## src/sv/bcpd_pkg.sv

```systemverilog
// Package for the button click pattern detector.
// Holds item, result, configuration and state types, and register indexes.
// No dependencies.
`default_nettype none

package bcpd_pkg;

  localparam int unsigned TickW = 16;
  localparam int unsigned TimeW = 32;
  localparam int unsigned CfgIdxW = 2;

  localparam logic [TickW-1:0] ClickTicksRst = 16'd200;
  localparam logic [TickW-1:0] PressTicksRst = 16'd600;
  localparam logic [TickW-1:0] DebounceTicksRst = 16'd50;
  localparam logic ActiveLowRst = 1'b1;

  typedef enum logic [CfgIdxW-1:0] {
    REG_CLICK_TICKS    = 2'd0,
    REG_PRESS_TICKS    = 2'd1,
    REG_DEBOUNCE_TICKS = 2'd2,
    REG_ACTIVE_LOW     = 2'd3
  } reg_idx_t;

  typedef enum logic [5:0] {
    PH_IDLE   = 6'b000001,
    PH_FIRST  = 6'b000010,
    PH_WAIT2  = 6'b000100,
    PH_SECOND = 6'b001000,
    PH_THIRD  = 6'b010000,
    PH_LONG   = 6'b100000
  } phase_t;

  typedef struct packed {
    logic [TickW-1:0] click_ticks;
    logic [TickW-1:0] press_ticks;
    logic [TickW-1:0] debounce_ticks;
    logic             active_low;
  } cfg_t;

  typedef struct packed {
    logic             button_level;
    logic [TimeW-1:0] now_ms;
  } poll_t;

  typedef struct packed {
    logic click_event;
    logic double_click_event;
    logic triple_click_event;
    logic long_start_event;
    logic during_long_event;
    logic long_stop_event;
    logic long_held;
  } report_t;

  typedef struct packed {
    phase_t           phase;
    logic [TimeW-1:0] press_start_time;
    logic             long_flag;
  } state_t;

endpackage

`default_nettype wire

```

## src/sv/bcpd_if.sv

```systemverilog
// Valid/ready channel interfaces for poll items and report items.
// Depends on bcpd_pkg.
`default_nettype none

interface bcpd_poll_if;
  logic            valid;
  logic            ready;
  bcpd_pkg::poll_t item;
  modport source (output valid, output item, input ready);
  modport sink (input valid, input item, output ready);
endinterface

interface bcpd_report_if;
  logic              valid;
  logic              ready;
  bcpd_pkg::report_t item;
  modport source (output valid, output item, input ready);
  modport sink (input valid, input item, output ready);
endinterface

`default_nettype wire

```

## src/sv/button_click_pattern_detector.sv

```systemverilog
// Button click pattern detector: one report item per accepted poll item.
// Path: input register then result register; the report becomes valid when the item moves
// from the input register into the result register, which waits while a report is stalled.
// One item per cycle while reports are taken; the state update is one subtract-compare pass.
// Synchronous active-high reset: idle phase, press time 0, no long press, default registers.
// Depends on bcpd_pkg, bcpd_if, bcpd_cfg, bcpd_step.
`default_nettype none

module button_click_pattern_detector (
  input  wire logic                         clk,
  input  wire logic                         rst,
  input  wire logic                         cfg_we,
  input  wire logic [bcpd_pkg::CfgIdxW-1:0] cfg_index,
  input  wire logic [bcpd_pkg::TickW-1:0]   cfg_data,
  bcpd_poll_if.sink                         poll,
  bcpd_report_if.source                     report
);

  bcpd_pkg::cfg_t    cfg;
  bcpd_pkg::state_t  state;
  bcpd_pkg::state_t  state_next;
  bcpd_pkg::poll_t   s1_item;
  bcpd_pkg::report_t res_next;
  bcpd_pkg::report_t res_item;
  logic              s1_valid;
  logic              res_valid;
  logic              adv;

  bcpd_cfg u_cfg (
    .clk       (clk),
    .rst       (rst),
    .cfg_we    (cfg_we),
    .cfg_index (cfg_index),
    .cfg_data  (cfg_data),
    .cfg       (cfg)
  );

  bcpd_step u_step (
    .cfg        (cfg),
    .state      (state),
    .poll       (s1_item),
    .state_next (state_next),
    .report     (res_next)
  );

  assign adv          = s1_valid && (!res_valid || report.ready);
  assign poll.ready   = !s1_valid || adv;
  assign report.valid = res_valid;
  assign report.item  = res_item;

  always_ff @(posedge clk) begin
    if (rst) begin
      s1_valid  <= 1'b0;
      res_valid <= 1'b0;
      state     <= '{phase: bcpd_pkg::PH_IDLE, press_start_time: '0, long_flag: 1'b0};
    end else begin
      if (poll.valid && poll.ready) begin
        s1_valid <= 1'b1;
      end else if (adv) begin
        s1_valid <= 1'b0;
      end
      if (adv) begin
        res_valid <= 1'b1;
        state     <= state_next;
      end else if (report.ready) begin
        res_valid <= 1'b0;
      end
    end
  end

  always_ff @(posedge clk) begin
    if (poll.valid && poll.ready) begin
      s1_item <= poll.item;
    end
    if (adv) begin
      res_item <= res_next;
    end
  end

  a_long_flag_phase: assert property (@(posedge clk) disable iff (rst)
    state.long_flag == (state.phase == bcpd_pkg::PH_LONG))
    else $error("long flag out of step with phase");

  a_adv_fills_result: assert property (@(posedge clk) disable iff (rst)
    adv |=> res_valid)
    else $error("advanced item lost before result register");

  a_click_kinds_exclusive: assert property (@(posedge clk) disable iff (rst)
    res_valid |-> $onehot0({res_item.click_event, res_item.double_click_event,
                            res_item.triple_click_event, res_item.long_stop_event,
                            res_item.long_start_event}))
    else $error("more than one terminal event in one item");

  a_long_start_flags: assert property (@(posedge clk) disable iff (rst)
    res_valid && res_item.long_start_event |->
      res_item.during_long_event && res_item.long_held)
    else $error("long start without held flags");

endmodule

`default_nettype wire

```

## src/sv/bcpd_cfg.sv

```systemverilog
// Configuration registers with their reset values.
// Depends on bcpd_pkg.
`default_nettype none

module bcpd_cfg (
  input  wire logic                           clk,
  input  wire logic                           rst,
  input  wire logic                           cfg_we,
  input  wire logic [bcpd_pkg::CfgIdxW-1:0]   cfg_index,
  input  wire logic [bcpd_pkg::TickW-1:0]     cfg_data,
  output bcpd_pkg::cfg_t                      cfg
);

  bcpd_pkg::reg_idx_t idx;
  assign idx = bcpd_pkg::reg_idx_t'(cfg_index);

  always_ff @(posedge clk) begin
    if (rst) begin
      cfg.click_ticks    <= bcpd_pkg::ClickTicksRst;
      cfg.press_ticks    <= bcpd_pkg::PressTicksRst;
      cfg.debounce_ticks <= bcpd_pkg::DebounceTicksRst;
      cfg.active_low     <= bcpd_pkg::ActiveLowRst;
    end else if (cfg_we) begin
      unique case (idx)
        bcpd_pkg::REG_CLICK_TICKS:    cfg.click_ticks    <= cfg_data;
        bcpd_pkg::REG_PRESS_TICKS:    cfg.press_ticks    <= cfg_data;
        bcpd_pkg::REG_DEBOUNCE_TICKS: cfg.debounce_ticks <= cfg_data;
        bcpd_pkg::REG_ACTIVE_LOW:     cfg.active_low     <= cfg_data[0];
        default: ;
      endcase
    end
  end

endmodule

`default_nettype wire

```

## src/sv/bcpd_step.sv

```systemverilog
// Next-state and report logic for one poll item.
// Depends on bcpd_pkg.
`default_nettype none

module bcpd_step (
  input  wire bcpd_pkg::cfg_t    cfg,
  input  wire bcpd_pkg::state_t  state,
  input  wire bcpd_pkg::poll_t   poll,
  output bcpd_pkg::state_t  state_next,
  output bcpd_pkg::report_t report
);

  logic                          pressed;
  logic [bcpd_pkg::TimeW-1:0]    elapsed;
  logic [bcpd_pkg::TimeW-1:0]    click_t;
  logic [bcpd_pkg::TimeW-1:0]    click2_t;
  logic [bcpd_pkg::TimeW-1:0]    press_t;
  logic [bcpd_pkg::TimeW-1:0]    deb_t;

  assign pressed  = poll.button_level ^ cfg.active_low;
  assign elapsed  = poll.now_ms - state.press_start_time;
  assign click_t  = {{(bcpd_pkg::TimeW-bcpd_pkg::TickW){1'b0}}, cfg.click_ticks};
  assign click2_t = {click_t[bcpd_pkg::TimeW-2:0], 1'b0};
  assign press_t  = {{(bcpd_pkg::TimeW-bcpd_pkg::TickW){1'b0}}, cfg.press_ticks};
  assign deb_t    = {{(bcpd_pkg::TimeW-bcpd_pkg::TickW){1'b0}}, cfg.debounce_ticks};

  always_comb begin
    state_next = state;
    report     = '0;
    unique case (state.phase)
      bcpd_pkg::PH_FIRST: begin
        if (!pressed && elapsed < deb_t) begin
          state_next.phase = bcpd_pkg::PH_IDLE;
        end else if (!pressed) begin
          state_next.phase = bcpd_pkg::PH_WAIT2;
        end else if (elapsed > press_t) begin
          state_next.long_flag    = 1'b1;
          report.long_start_event  = 1'b1;
          report.during_long_event = 1'b1;
          state_next.phase        = bcpd_pkg::PH_LONG;
        end
      end
      bcpd_pkg::PH_WAIT2: begin
        if (elapsed > click_t) begin
          report.click_event = 1'b1;
          state_next.phase   = bcpd_pkg::PH_IDLE;
        end else if (pressed) begin
          state_next.phase = bcpd_pkg::PH_SECOND;
        end
      end
      bcpd_pkg::PH_SECOND: begin
        if (elapsed > click2_t) begin
          if (!pressed) begin
            report.double_click_event = 1'b1;
            state_next.phase          = bcpd_pkg::PH_IDLE;
          end else begin
            state_next.phase = bcpd_pkg::PH_THIRD;
          end
        end
      end
      bcpd_pkg::PH_THIRD: begin
        if (!pressed) begin
          report.triple_click_event = 1'b1;
          state_next.phase          = bcpd_pkg::PH_IDLE;
        end
      end
      bcpd_pkg::PH_LONG: begin
        if (!pressed) begin
          state_next.long_flag   = 1'b0;
          report.long_stop_event = 1'b1;
          state_next.phase       = bcpd_pkg::PH_IDLE;
        end else begin
          state_next.long_flag     = 1'b1;
          report.during_long_event = 1'b1;
        end
      end
      default: begin
        // idle, and any stray code
        if (pressed) begin
          state_next.phase            = bcpd_pkg::PH_FIRST;
          state_next.press_start_time = poll.now_ms;
        end else begin
          state_next.phase = bcpd_pkg::PH_IDLE;
        end
      end
    endcase
    report.long_held = state_next.long_flag;
  end

endmodule

`default_nettype wire

```

## src/flat_wrapper.sv

```systemverilog
// flat-port wrapper written by rule: the top's interface ports become plain ports
module button_click_pattern_detector_flat 
  (clk, rst, cfg_we, cfg_index, cfg_data, poll_valid, poll_item, poll_ready, report_valid, report_item, report_ready);
  bcpd_poll_if poll_i ();
  bcpd_report_if report_i ();
  input  wire logic clk;
  input  wire logic rst;
  input  wire logic cfg_we;
  input  wire logic [bcpd_pkg::CfgIdxW-1:0] cfg_index;
  input  wire logic [bcpd_pkg::TickW-1:0] cfg_data;
  input wire logic [$bits(poll_i.valid)-1:0] poll_valid;
  input wire logic [$bits(poll_i.item)-1:0] poll_item;
  output wire logic [$bits(poll_i.ready)-1:0] poll_ready;
  output wire logic [$bits(report_i.valid)-1:0] report_valid;
  output wire logic [$bits(report_i.item)-1:0] report_item;
  input wire logic [$bits(report_i.ready)-1:0] report_ready;
  assign poll_i.valid = poll_valid;
  assign poll_i.item = poll_item;
  assign poll_ready = poll_i.ready;
  assign report_valid = report_i.valid;
  assign report_item = report_i.item;
  assign report_i.ready = report_ready;
  button_click_pattern_detector u_core (.clk(clk), .rst(rst), .cfg_we(cfg_we), .cfg_index(cfg_index), .cfg_data(cfg_data), .poll(poll_i), .report(report_i));
endmodule
```

## config.mk

```make
export PLATFORM = sky130hd
export DESIGN_NAME = button_click_pattern_detector_flat
export DESIGN_NICKNAME = d
export VERILOG_FILES = /design/src/sv/bcpd_pkg.sv /design/src/sv/bcpd_if.sv /design/src/sv/button_click_pattern_detector.sv /design/src/sv/bcpd_cfg.sv /design/src/sv/bcpd_step.sv /design/src/flat_wrapper.sv
export SDC_FILE = /design/constraint.sdc
export NUM_CORES = 1
export LEC_CHECK = 0
export BUFFER_PORTS_ARGS = -buffer_cell sky130_fd_sc_hd__buf_2
export CORE_MARGIN = 2
export CORE_UTILIZATION = 60
export DETAILED_ROUTE_END_ITERATION = 8
export PLACE_DENSITY = 0.88
export SLEW_MARGIN = 20
export SYNTH_ARGS = -nofsm -noshare
export SYNTH_HDL_FRONTEND = slang
export SYNTH_SLANG_ARGS = --single-unit
```

## constraint.sdc

```tcl
create_clock -name clk -period 6.6 [get_ports clk]
set_input_delay 1.65 -clock clk [delete_from_list [all_inputs] [get_ports clk]]
set_output_delay 1.65 -clock clk [all_outputs]
set_load 0.005 [all_outputs]
```

==> results.toml, run 1 <==
[status]
status = "finished clean"

[pwr]
p_leak_nw = 3.69
powerDensity_mw_per_mm2 = 256
vdd_drop_max_mv = 0.189
total_power_mw = 2.41

[timing]
fin_crit_sh_pct = 70.4
worstMarginPinSlew_ps = 968
final-setup-viol-count = 0
slew_headroom_pct = 35.5
setup-tns-final_ps = 0
skew_ps = 6.49
hold_violations = 0
rsz0062_at_grt = "no"
drv_slew = 0
period_needed_ps = 4640
fmax_ghz = 0.215

[finish]
final_area_sq_mm = 0.00941
seqCellArea_sq_mm = 0.00300
area_delta_synth_final_pct = 12.5
multi_input_area_sq_mm = 0.00484
nFillCells = 1104
drive_gt1_share_pct = 12.5
n_antenna_cell = 0
finalNetCount = 1208

[yosys]
synth_seq_cells = 130
synth-compound-area-share_pct = 20.3
synth-simple-area-share_pct = 19.8
synth_top_cell_by_area = "dfxtp_1"
syn-num-nets = 1155
synth_edf_count = 40
synth.area.mux_share_pct = 0.479
synth_adder_area_share_pct = 14.3
ys.flop_type = "dfxtp_1"
synth_cell_types = 85
netlist_area_sq_mm = 0.00837
synthXorXnorAreaFrac_pct = 2.83
synth_async_sr_flop_share_pct = 0
yosysTopAreaCellShare_pct = 21.5
ys_seq_area_share_pct = 35.9
syn_inst = 1004
ys_warn_count = 0
syn_area_per_cell_sq_um = 8.33
synth_area_leaders = "dfxtp_1 22%, edfxtp_1 14%, ha_1 14%"
synth_top_family_by_area = "compound AO/OA/AOI/OAI gates"

[placement]
io_buffers = 64
place_congestion = 0.932
placed_area_sq_mm = 0.00877
dpl.hpwl_mm = 14.5

[drt]
initialDrtViolationCount = 776
dr_total_vias = 7501
antenna_left = 0
drt_first_pass_iters = 6
routedWlPerCell_microns = 16.5
vias_per_cell = 6.00
drc = 0
wl_mm = 20.6

[worst_setup_path]
cp_max_fo = 5
cp-startpoint = "u_core.s1_item[0]"
rrSetupSlack_ps = 1960
end_kind = "flip-flop"
start_kind = "flip-flop"
r2r-start = "u_core.s1_item[0]"
rr_worst_depth = 20
endpoint = "u_core.state[33]"
crit_type = "flip-flop to flip-flop"
cp.arrival_ps = 4960
required_ps = 6920
r2r-end = "u_core.state[33]"

[hold_path]
holdCritPathClass = "flip-flop to flip-flop"

[clock_tree]
cts_sinks = 130
tritoncts = "built"
cts_htree_levels = 4
cts.clk_slew.worst_paths_ps = 60
cts_root_buffer = "clkbuf_16"
cts-hold-fix-buffers = 0
post_cts_buffers = 0
clockBufferDepth = 2
ctsResizeCount = 0
clock_latency_ps = 430
cts_buffers = 17

[flow_run]
maxCapViolations = 0

[global_routing]
grt.total_usage_pct = 28.6
grt_remaining_overflow = 0
grt_pass1_vias = 7255
grt_pass1_wl_mm = 33.7
grt_max_degree = 95
antenna_found_initial = 0

[die]
fp.dieW_microns = 122
placementRows = 43
io_pins = 65
core_sq_mm = 0.0138
die_height_microns = 122
start_util_pct = 60.7
die_area_sq_mm = 0.0149
-- power breakdown --
group / total, mW / internal, mW / switching, mW
Sequential: 0.880 / 0.860 / 0.0195
Combinational: 0.532 / 0.211 / 0.321
Clock: 1.00 / 0.652 / 0.348
-- through the flow --
stage	hold WS [ps]	utilization (%)	setup WS (ps)	std cells
after floorplan	434	-	2530	1004
after global placement	442	63.7	2190	1218
after detailed placement	446	63.7	2080	1218
after CTS	454	68.3	2030	1250
after global routing	470	68.3	1470	1250
final	455	68.3	1960	1250
-- critical path, stage by stage (launching register included) --
cell and delay, ps:
edfxtp_1 360, inv_1 50, ha_1 210, fa_1 400
nand2b_1 190, a21oi_1 320, o31ai_1 140, nand2_1 150
a21oi_1 80, o21bai_1 210, xor2_1 370, ha_1 320
o21ai_0 190, a21oi_1 70, nor3_1 150, nor2_1 70
o31ai_1 450, nor2b_1 230, a21o_2 150, a31oi_2 160
a31o_1 280
-- metal layers --
| metal | up-vias | share of wire, % | GRT usage [%] |
|---|---|---|---|
| met5 | - | 0 | 0 |
| met4 | 0 | 2.6 | 11.8 |
| met3 | 54 | 6.7 | 5.90 |
| met2 | 301 | 48 | 48.0 |
| met1 | 3507 | 43 | 36.0 |
| li1 | 3639 | - | - |
-- layout make-up --
class                           count  share of cell area [%]
Clock buffer                       25                    5.84
Sequential cell                   130                    31.9
Multi-Input combinational cell    747                    51.4
Timing Repair Buffer               69                    3.80
Inverter                           92                    3.67
Clock inverter                      7                   0.931
Tap cell                          180                    2.39
-- how the worst min path moves through the flow --
stage	from	cells after the start	slack (ps)	end
2_1_floorplan	u_core.u_cfg.cfg[1]	2	430	u_core.u_cfg.cfg[1]
3_3_place_gp	u_core.state[29]	2	440	u_core.state[29]
3_5_place_dp	u_core.u_cfg.cfg[3]	2	450	u_core.u_cfg.cfg[3]
4_1_cts	u_core.u_cfg.cfg[3]	2	450	u_core.u_cfg.cfg[3]
5_1_grt	u_core.state[1]	2	470	u_core.state[1]
6_report	u_core.u_cfg.cfg[13]	2	450	u_core.u_cfg.cfg[13]
-- layout by cell type, fill, tap and decap left out, drive strengths merged, types with 3 or more instances in the layout --
master  instances
nand2         188
a21oi         127
ha             94
inv            94
dfxtp          90
buf            69
nor2           47
o21ai          44
edfxtp         40
clkbuf         25
a21o           21
nand4          20
nor3           18
nand2b         15
xnor2          15
nand3          13
xor2           12
nor2b          12
a211o          11
a211oi         11
o211ai          9
and2            8
nand3b          8
nor4            4
o31ai           4
o21a            4
o21bai          4
mux2i           4
and3            4
a31oi           4
or3             4
and3b           3
clkinv          3
nor4b           3
o311ai          3
-- synthesized netlist by cell type, drive strengths merged, types with 12 or more instances --
cell,count
inv,92
clkbuf,30
dfxtp,90
nor2b,12
nand2b,15
xnor2,15
nor3,18
ha,94
nand4,20
nand3,13
a21o,21
o21ai,44
nor2,47
xor2,12
nand2,188
edfxtp,40
a21oi,127
-- flip-flops by register name, summed over array words and instances (netlist names) --
register / cells
u_core.s1_valid: 1
u_core.report.valid: 1
u_core.s1_item: 33
u_core.u_cfg.cfg: 49
u_core.state: 39
u_core.report.item: 7
-- cells by family (layout without fill, tap and decap cells) --
group           count (synthesis)  after routing
flops                         130            130
mux                             4              4
compound gates                267            267
fa+ha+maj                      95             95
buf+inv                       127            193
xor+xnor                       27             27
simple gates                  354            354
No activity file was read; power rests on OpenSTA's default activity.
==> run 2: changes to the inputs <==
--- a/config.mk
+++ b/config.mk
@@ -5,6 +5,7 @@
 export SDC_FILE = /design/constraint.sdc
 export NUM_CORES = 1
 export LEC_CHECK = 0
+export ABC_AREA = 1
 export BUFFER_PORTS_ARGS = -buffer_cell sky130_fd_sc_hd__buf_2
 export CORE_MARGIN = 2
 export CORE_UTILIZATION = 60
==> constraint.sdc (replaced) <==
create_clock -name clk -period 4.5 [get_ports clk]
set_input_delay 1.125 -clock clk [delete_from_list [all_inputs] [get_ports clk]]
set_output_delay 1.125 -clock clk [all_outputs]
set_load 0.005 [all_outputs]
==> run 2 against run 1 <==
Via count up 9.1%. Highest routed layer unchanged. Combinational power grew 100%. Critical path type unchanged. Worst hold slack improved by 2.6 ps. Synthesized cell count up 25%. Wire length shrank 0.61%. Design area grew 5.0%. Non-clock buffer count decreased by 1. Largest cell class unchanged. Worst setup slack worse by 1300 ps.
==> results.toml, run 2 <==
[yosys]
ys_seq_area_share_pct = 34.2
ys_warn_count = 0
syn-num-nets = 1401
synth_edf_count = 40
synth_top_family_by_area = "simple AND/OR/NAND/NOR gates"
synth_top_cell_by_area = "dfxtp_1"
yosysTopAreaCellShare_pct = 20.5
synth_async_sr_flop_share_pct = 0
synthXorXnorAreaFrac_pct = 1.70
yosysMostFrequentCell = "nand2_1"
synth_area_leaders = "dfxtp_1 21%, nand2_1 14%, edfxtp_1 14%"
synth-simple-area-share_pct = 25.1
netlist_area_sq_mm = 0.00878
synth_cell_types = 38
synth_adder_area_share_pct = 13.6
synth.area.mux_share_pct = 0
ys.flop_type = "dfxtp_1"
synth_seq_cells = 130
syn_area_per_cell_sq_um = 7.02
synth_commonest_cells = "327 x nand2_1, 242 x inv_1, 117 x a21oi_1"
synth-compound-area-share_pct = 13.8
syn_inst = 1250

[drt]
routedWlPerCell_microns = 13.6
drc = 0
antenna_left = 0
vias_per_cell = 5.42
drt_first_pass_iters = 6
dr_total_vias = 8183
initialDrtViolationCount = 663
wl_mm = 20.5

[timing]
setup-tns-final_ps = 0
rsz0062_at_grt = "no"
fin_crit_sh_pct = 86.1
final-setup-viol-count = 0
slew_headroom_pct = 33.0
drv_slew = 0
skew_ps = 10.0
period_needed_ps = 3880
whs_ps = 457
hold_violations = 0
fmax_ghz = 0.258
worstMarginPinSlew_ps = 1000

[pwr]
vdd_drop_max_mv = 0.333
powerDensity_mw_per_mm2 = 383
p_leak_nw = 4.97

[global_routing]
grt.total_usage_pct = 27.1
grt_remaining_overflow = 0
grt_pass1_wl_mm = 34.6
antenna_found_initial = 0
grt_pass1_vias = 7753
grt_max_degree = 75

[finish]
layout_common_cells = "326 x nand2_1, 241 x inv_1, 117 x a21oi_1, 94 x ha_1, 90 x dfxtp_1"
n_antenna_cell = 0
largest_reg_flops = 49
layout_commonest_cell = "nand2_1"
nFillCells = 1165
final_util_pct = 68.5
drive_gt1_share_pct = 10.8
largestRegisters = "u_core.u_cfg.cfg: 49 flops, u_core.state: 39 flops, u_core.s1_item: 33 flops"
area_delta_synth_final_pct = 12.6
top_register = "u_core.u_cfg.cfg"
finalNetCount = 1465
fin_cells = 1511

[clock_tree]
cts_htree_levels = 4
cts_sinks = 130
tritoncts = "built"
ctsResizeCount = 0
clock_latency_ps = 440
cts_buffers = 17
cts-hold-fix-buffers = 0
cts.clk_slew.worst_paths_ps = 60
post_cts_buffers = 0
clockBufferDepth = 2
cts_root_buffer = "clkbuf_16"

[worst_setup_path]
slowest_delay_ps = 480
cp.arrival_ps = 4200
cpLargestDelayFamily = "simple AND/OR/NAND/NOR gates"
end_kind = "flip-flop"
start_kind = "flip-flop"
required_ps = 4830
cp_max_fo = 8
rrSetupSlack_ps = 620
crit_type = "flip-flop to flip-flop"
crit_buf_inv = 2
slowest_stage = "xor2_1"

[die]
die_height_microns = 125
io_pins = 65
fp.dieW_microns = 125
start_util_pct = 60.9
die_area_sq_mm = 0.0156
core_sq_mm = 0.0144
placementRows = 44

[placement]
placed_cells = 1479
place_congestion = 0.984
io_buffers = 64
dpl.hpwl_mm = 15.3

[status]
status = "finished clean"

[hold_path]
holdCritPathClass = "flip-flop to flip-flop"

[flow_run]
maxCapViolations = 0
## run 2: kinds of logic (layout without fill, tap and decap cells)
| logic type | Yosys count | count (layout) |
|---|---|---|
| xor gates and xnor gates | 17 | 17 |
| AOI/OAI and AO/OA | 226 | 226 |
| and+or+nand+nor | 512 | 512 |
| adders and majority gates | 95 | 95 |
| DFF | 130 | 130 |
| buffers and inverters | 270 | 347 |
## run 2: area by class of cell
cell class              count  area, sq um  area share (%)
multi-input cells         850         4760            48.2
clock buffers              21          514            5.20
clock inverters            11         96.3           0.975
well taps                 184          230            2.33
inverters                 247          928            9.39
flip-flops and latches    130         3000            30.4
repair buffers             68          350            3.55
## run 2: worst paths after layout
kind | start | to | cells after the start
worst max-delay path | u_core.s1_item[0] | u_core.state[35] | 26
worst min-delay path | u_core.state[21] | u_core.state[21] | 2
worst max register to register | u_core.s1_item[0] | u_core.state[35] | 26
worst min register to register | u_core.state[21] | u_core.state[21] | 2
## run 2: layer usage
layer	part of all wire, %	GRT usage, %
met5	0	0
met1	44	34.0
met3	6.6	5.22
met4	2.8	12.5
met2	47	45.5
## run 2: power breakdown
group / internal, mW / switching [mW] / total, mW
Sequential: 1.28 / 0.0249 / 1.30
Clock: 0.870 / 0.535 / 1.41
Combinational: 0.387 / 0.690 / 1.08
Total: 2.54 / 1.25 / 3.79
## run 2: tightest hold or removal path: cells and delay by family, from the launching register on
family	cells	cell delay [ps]
flops	1	290
compound gates	1	50
buf+inv	1	60
## run 2: stage by stage
step	cell area, sq um	worst slack [ps]	power, mW
floorplan	8780	1320	2.11
global placement	9270	841	2.33
detailed placement	9270	757	2.37
CTS	9880	662	3.78
global route	9880	298	4.01
finish	9880	624	3.79
==> run 3: changes to the inputs <==
--- a/config.mk
+++ b/config.mk
@@ -9,6 +9,7 @@
 export BUFFER_PORTS_ARGS = -buffer_cell sky130_fd_sc_hd__buf_2
 export CORE_MARGIN = 2
 export CORE_UTILIZATION = 60
+export CTS_BUF_LIST = sky130_fd_sc_hd__clkbuf_8
 export DETAILED_ROUTE_END_ITERATION = 8
 export PLACE_DENSITY = 0.88
 export SLEW_MARGIN = 20
==> run 3 against run 2 <==
Design area down 1.8%. Clock power down 23%. Wire length down 1.6%. Final cell count unchanged. Clock-buffer cell count down 3. Worst hold slack better by 4.7 ps. Fmax up 0.95%. Critical path type unchanged. Die area unchanged. Non-clock buffer count unchanged. Total power down 8.2%. Sequential power about the same. Core utilization down 1.2 points.
==> results.toml, run 3 (synthesized netlist as in run 2, its figures left out) <==
[placement]
dpl.hpwl_mm = 15.3
placed_cells = 1479
place_congestion = 0.984
io_buffers = 64
placed_area_sq_mm = 0.00927

[status]
status = "finished clean"

[finish]
top_register = "u_core.u_cfg.cfg"
layout_commonest_cell = "nand2_1"
nFillCells = 1202
drive_gt1_share_pct = 10.8
final_area_sq_mm = 0.00971
finalNetCount = 1465
largest_reg_flops = 49
n_antenna_cell = 0
fin_cells = 1511
area_delta_synth_final_pct = 10.6
largestRegisters = "u_core.u_cfg.cfg: 49 flops, u_core.state: 39 flops, u_core.s1_item: 33 flops"
layout_common_cells = "326 x nand2_1, 241 x inv_1, 117 x a21oi_1, 94 x ha_1, 90 x dfxtp_1"

[timing]
rsz0062_at_grt = "no"
whs_ps = 462
period_needed_ps = 3840
hold_violations = 0
slew_headroom_pct = 33.1
worstMarginPinSlew_ps = 1000
drv_slew = 0
setup-tns-final_ps = 0
fin_crit_sh_pct = 85.3
fmax_ghz = 0.260
skew_ps = 13.7
final-setup-viol-count = 0

[clock_tree]
post_cts_buffers = 0
tritoncts = "built"
clockBufferDepth = 2
cts_buffers = 17
clock_latency_ps = 460
ctsResizeCount = 0
cts_root_buffer = "clkbuf_8"
cts_sinks = 130
cts.clk_slew.worst_paths_ps = 70
cts-hold-fix-buffers = 0
cts_htree_levels = 4

[global_routing]
met2_usage_pct = 43.9
top_usage_layer = "met2"
antenna_found_initial = 0
grt_use_met3_pct = 5.48
grt_remaining_overflow = 0
grt_pass1_vias = 7644
use_met1_pct = 34.1
grt.total_usage_pct = 26.5
grt_max_degree = 75
grt_pass1_wl_mm = 34.1

[die]
placementRows = 44
fp.dieW_microns = 125
core_sq_mm = 0.0144
start_util_pct = 60.9
io_pins = 65
die_height_microns = 125
die_area_sq_mm = 0.0156

[pwr]
total_power_mw = 3.47
vdd_drop_max_mv = 0.275
powerDensity_mw_per_mm2 = 358
p_leak_nw = 4.89

[drt]
vias_per_cell = 5.34
drc = 0
antenna_left = 0
routedWlPerCell_microns = 13.4
drt_first_pass_iters = 6
initialDrtViolationCount = 681
wl_mm = 20.2
dr_total_vias = 8073

[worst_setup_path]
required_ps = 4850
cp.arrival_ps = 4190
end_kind = "flip-flop"
start_kind = "flip-flop"
cp_max_fo = 8
crit_type = "flip-flop to flip-flop"

[flow_run]
maxCapViolations = 0

[hold_path]
holdCritPathClass = "flip-flop to flip-flop"
[run 3: final cells by class]
cell class	count	area, sq um	area share, %
Clock inverter	14	186	1.92
Multi-Input combinational cell	850	4760	49.0
Sequential cell	130	3000	30.9
Inverter	247	928	9.57
Timing Repair Buffer	68	350	3.61
Clock buffer	18	248	2.55
Tap cell	184	230	2.37
[run 3: power breakdown]
part	total (mW)	internal [mW]	switching (mW)
clock	1.09	0.616	0.479
sequential	1.30	1.28	0.0247
combinational	1.08	0.388	0.689
[run 3: worst max-delay path, stage by stage (launching register included)]
cell      delay (ps)
edfxtp_1         420
ha_1             400
nand2_1          130
nor2_1           240
nand2_1          110
nand2_2          100
nand2_1           50
nand2_1           80
xor2_1           380
ha_1             330
a21oi_1          150
o21ai_0          100
nor2_1           120
nand2_1           70
a21oi_1          120
nor2_1            50
nor2_1           100
nand2_1           60
nor2_1           130
nand3_1          120
nand2_1          150
nor2_4            70
nand2_4          110
nand2_1           70
nand2_1           60
nor2_1            40
[run 3: metal layers]
metal  routed length (microns)  part of all wire, %
met1                      9140                   45
met4                       528                  2.6
met5                         0                    0
met2                      9310                   46
met3                      1200                  5.9
[run 3: worst paths after layout]
check | cells after the start | to | slack [ps] | from
worst max-delay path | 25 | u_core.state[35] | 660 | u_core.s1_item[3]
worst min-delay path | 2 | u_core.state[4] | 460 | u_core.state[4]
worst max register to register | 25 | u_core.state[35] | 660 | u_core.s1_item[3]
worst min register to register | 2 | u_core.state[4] | 460 | u_core.state[4]
[run 3: through the flow]
step | utilization (%) | setup slack [ps]
2_1_floorplan | - | 1320
3_5_place_dp | 64.3 | 757
3_3_place_gp | 64.3 | 841
6_report | 67.3 | 661
4_1_cts | 67.3 | 722
5_1_grt | 67.3 | 344
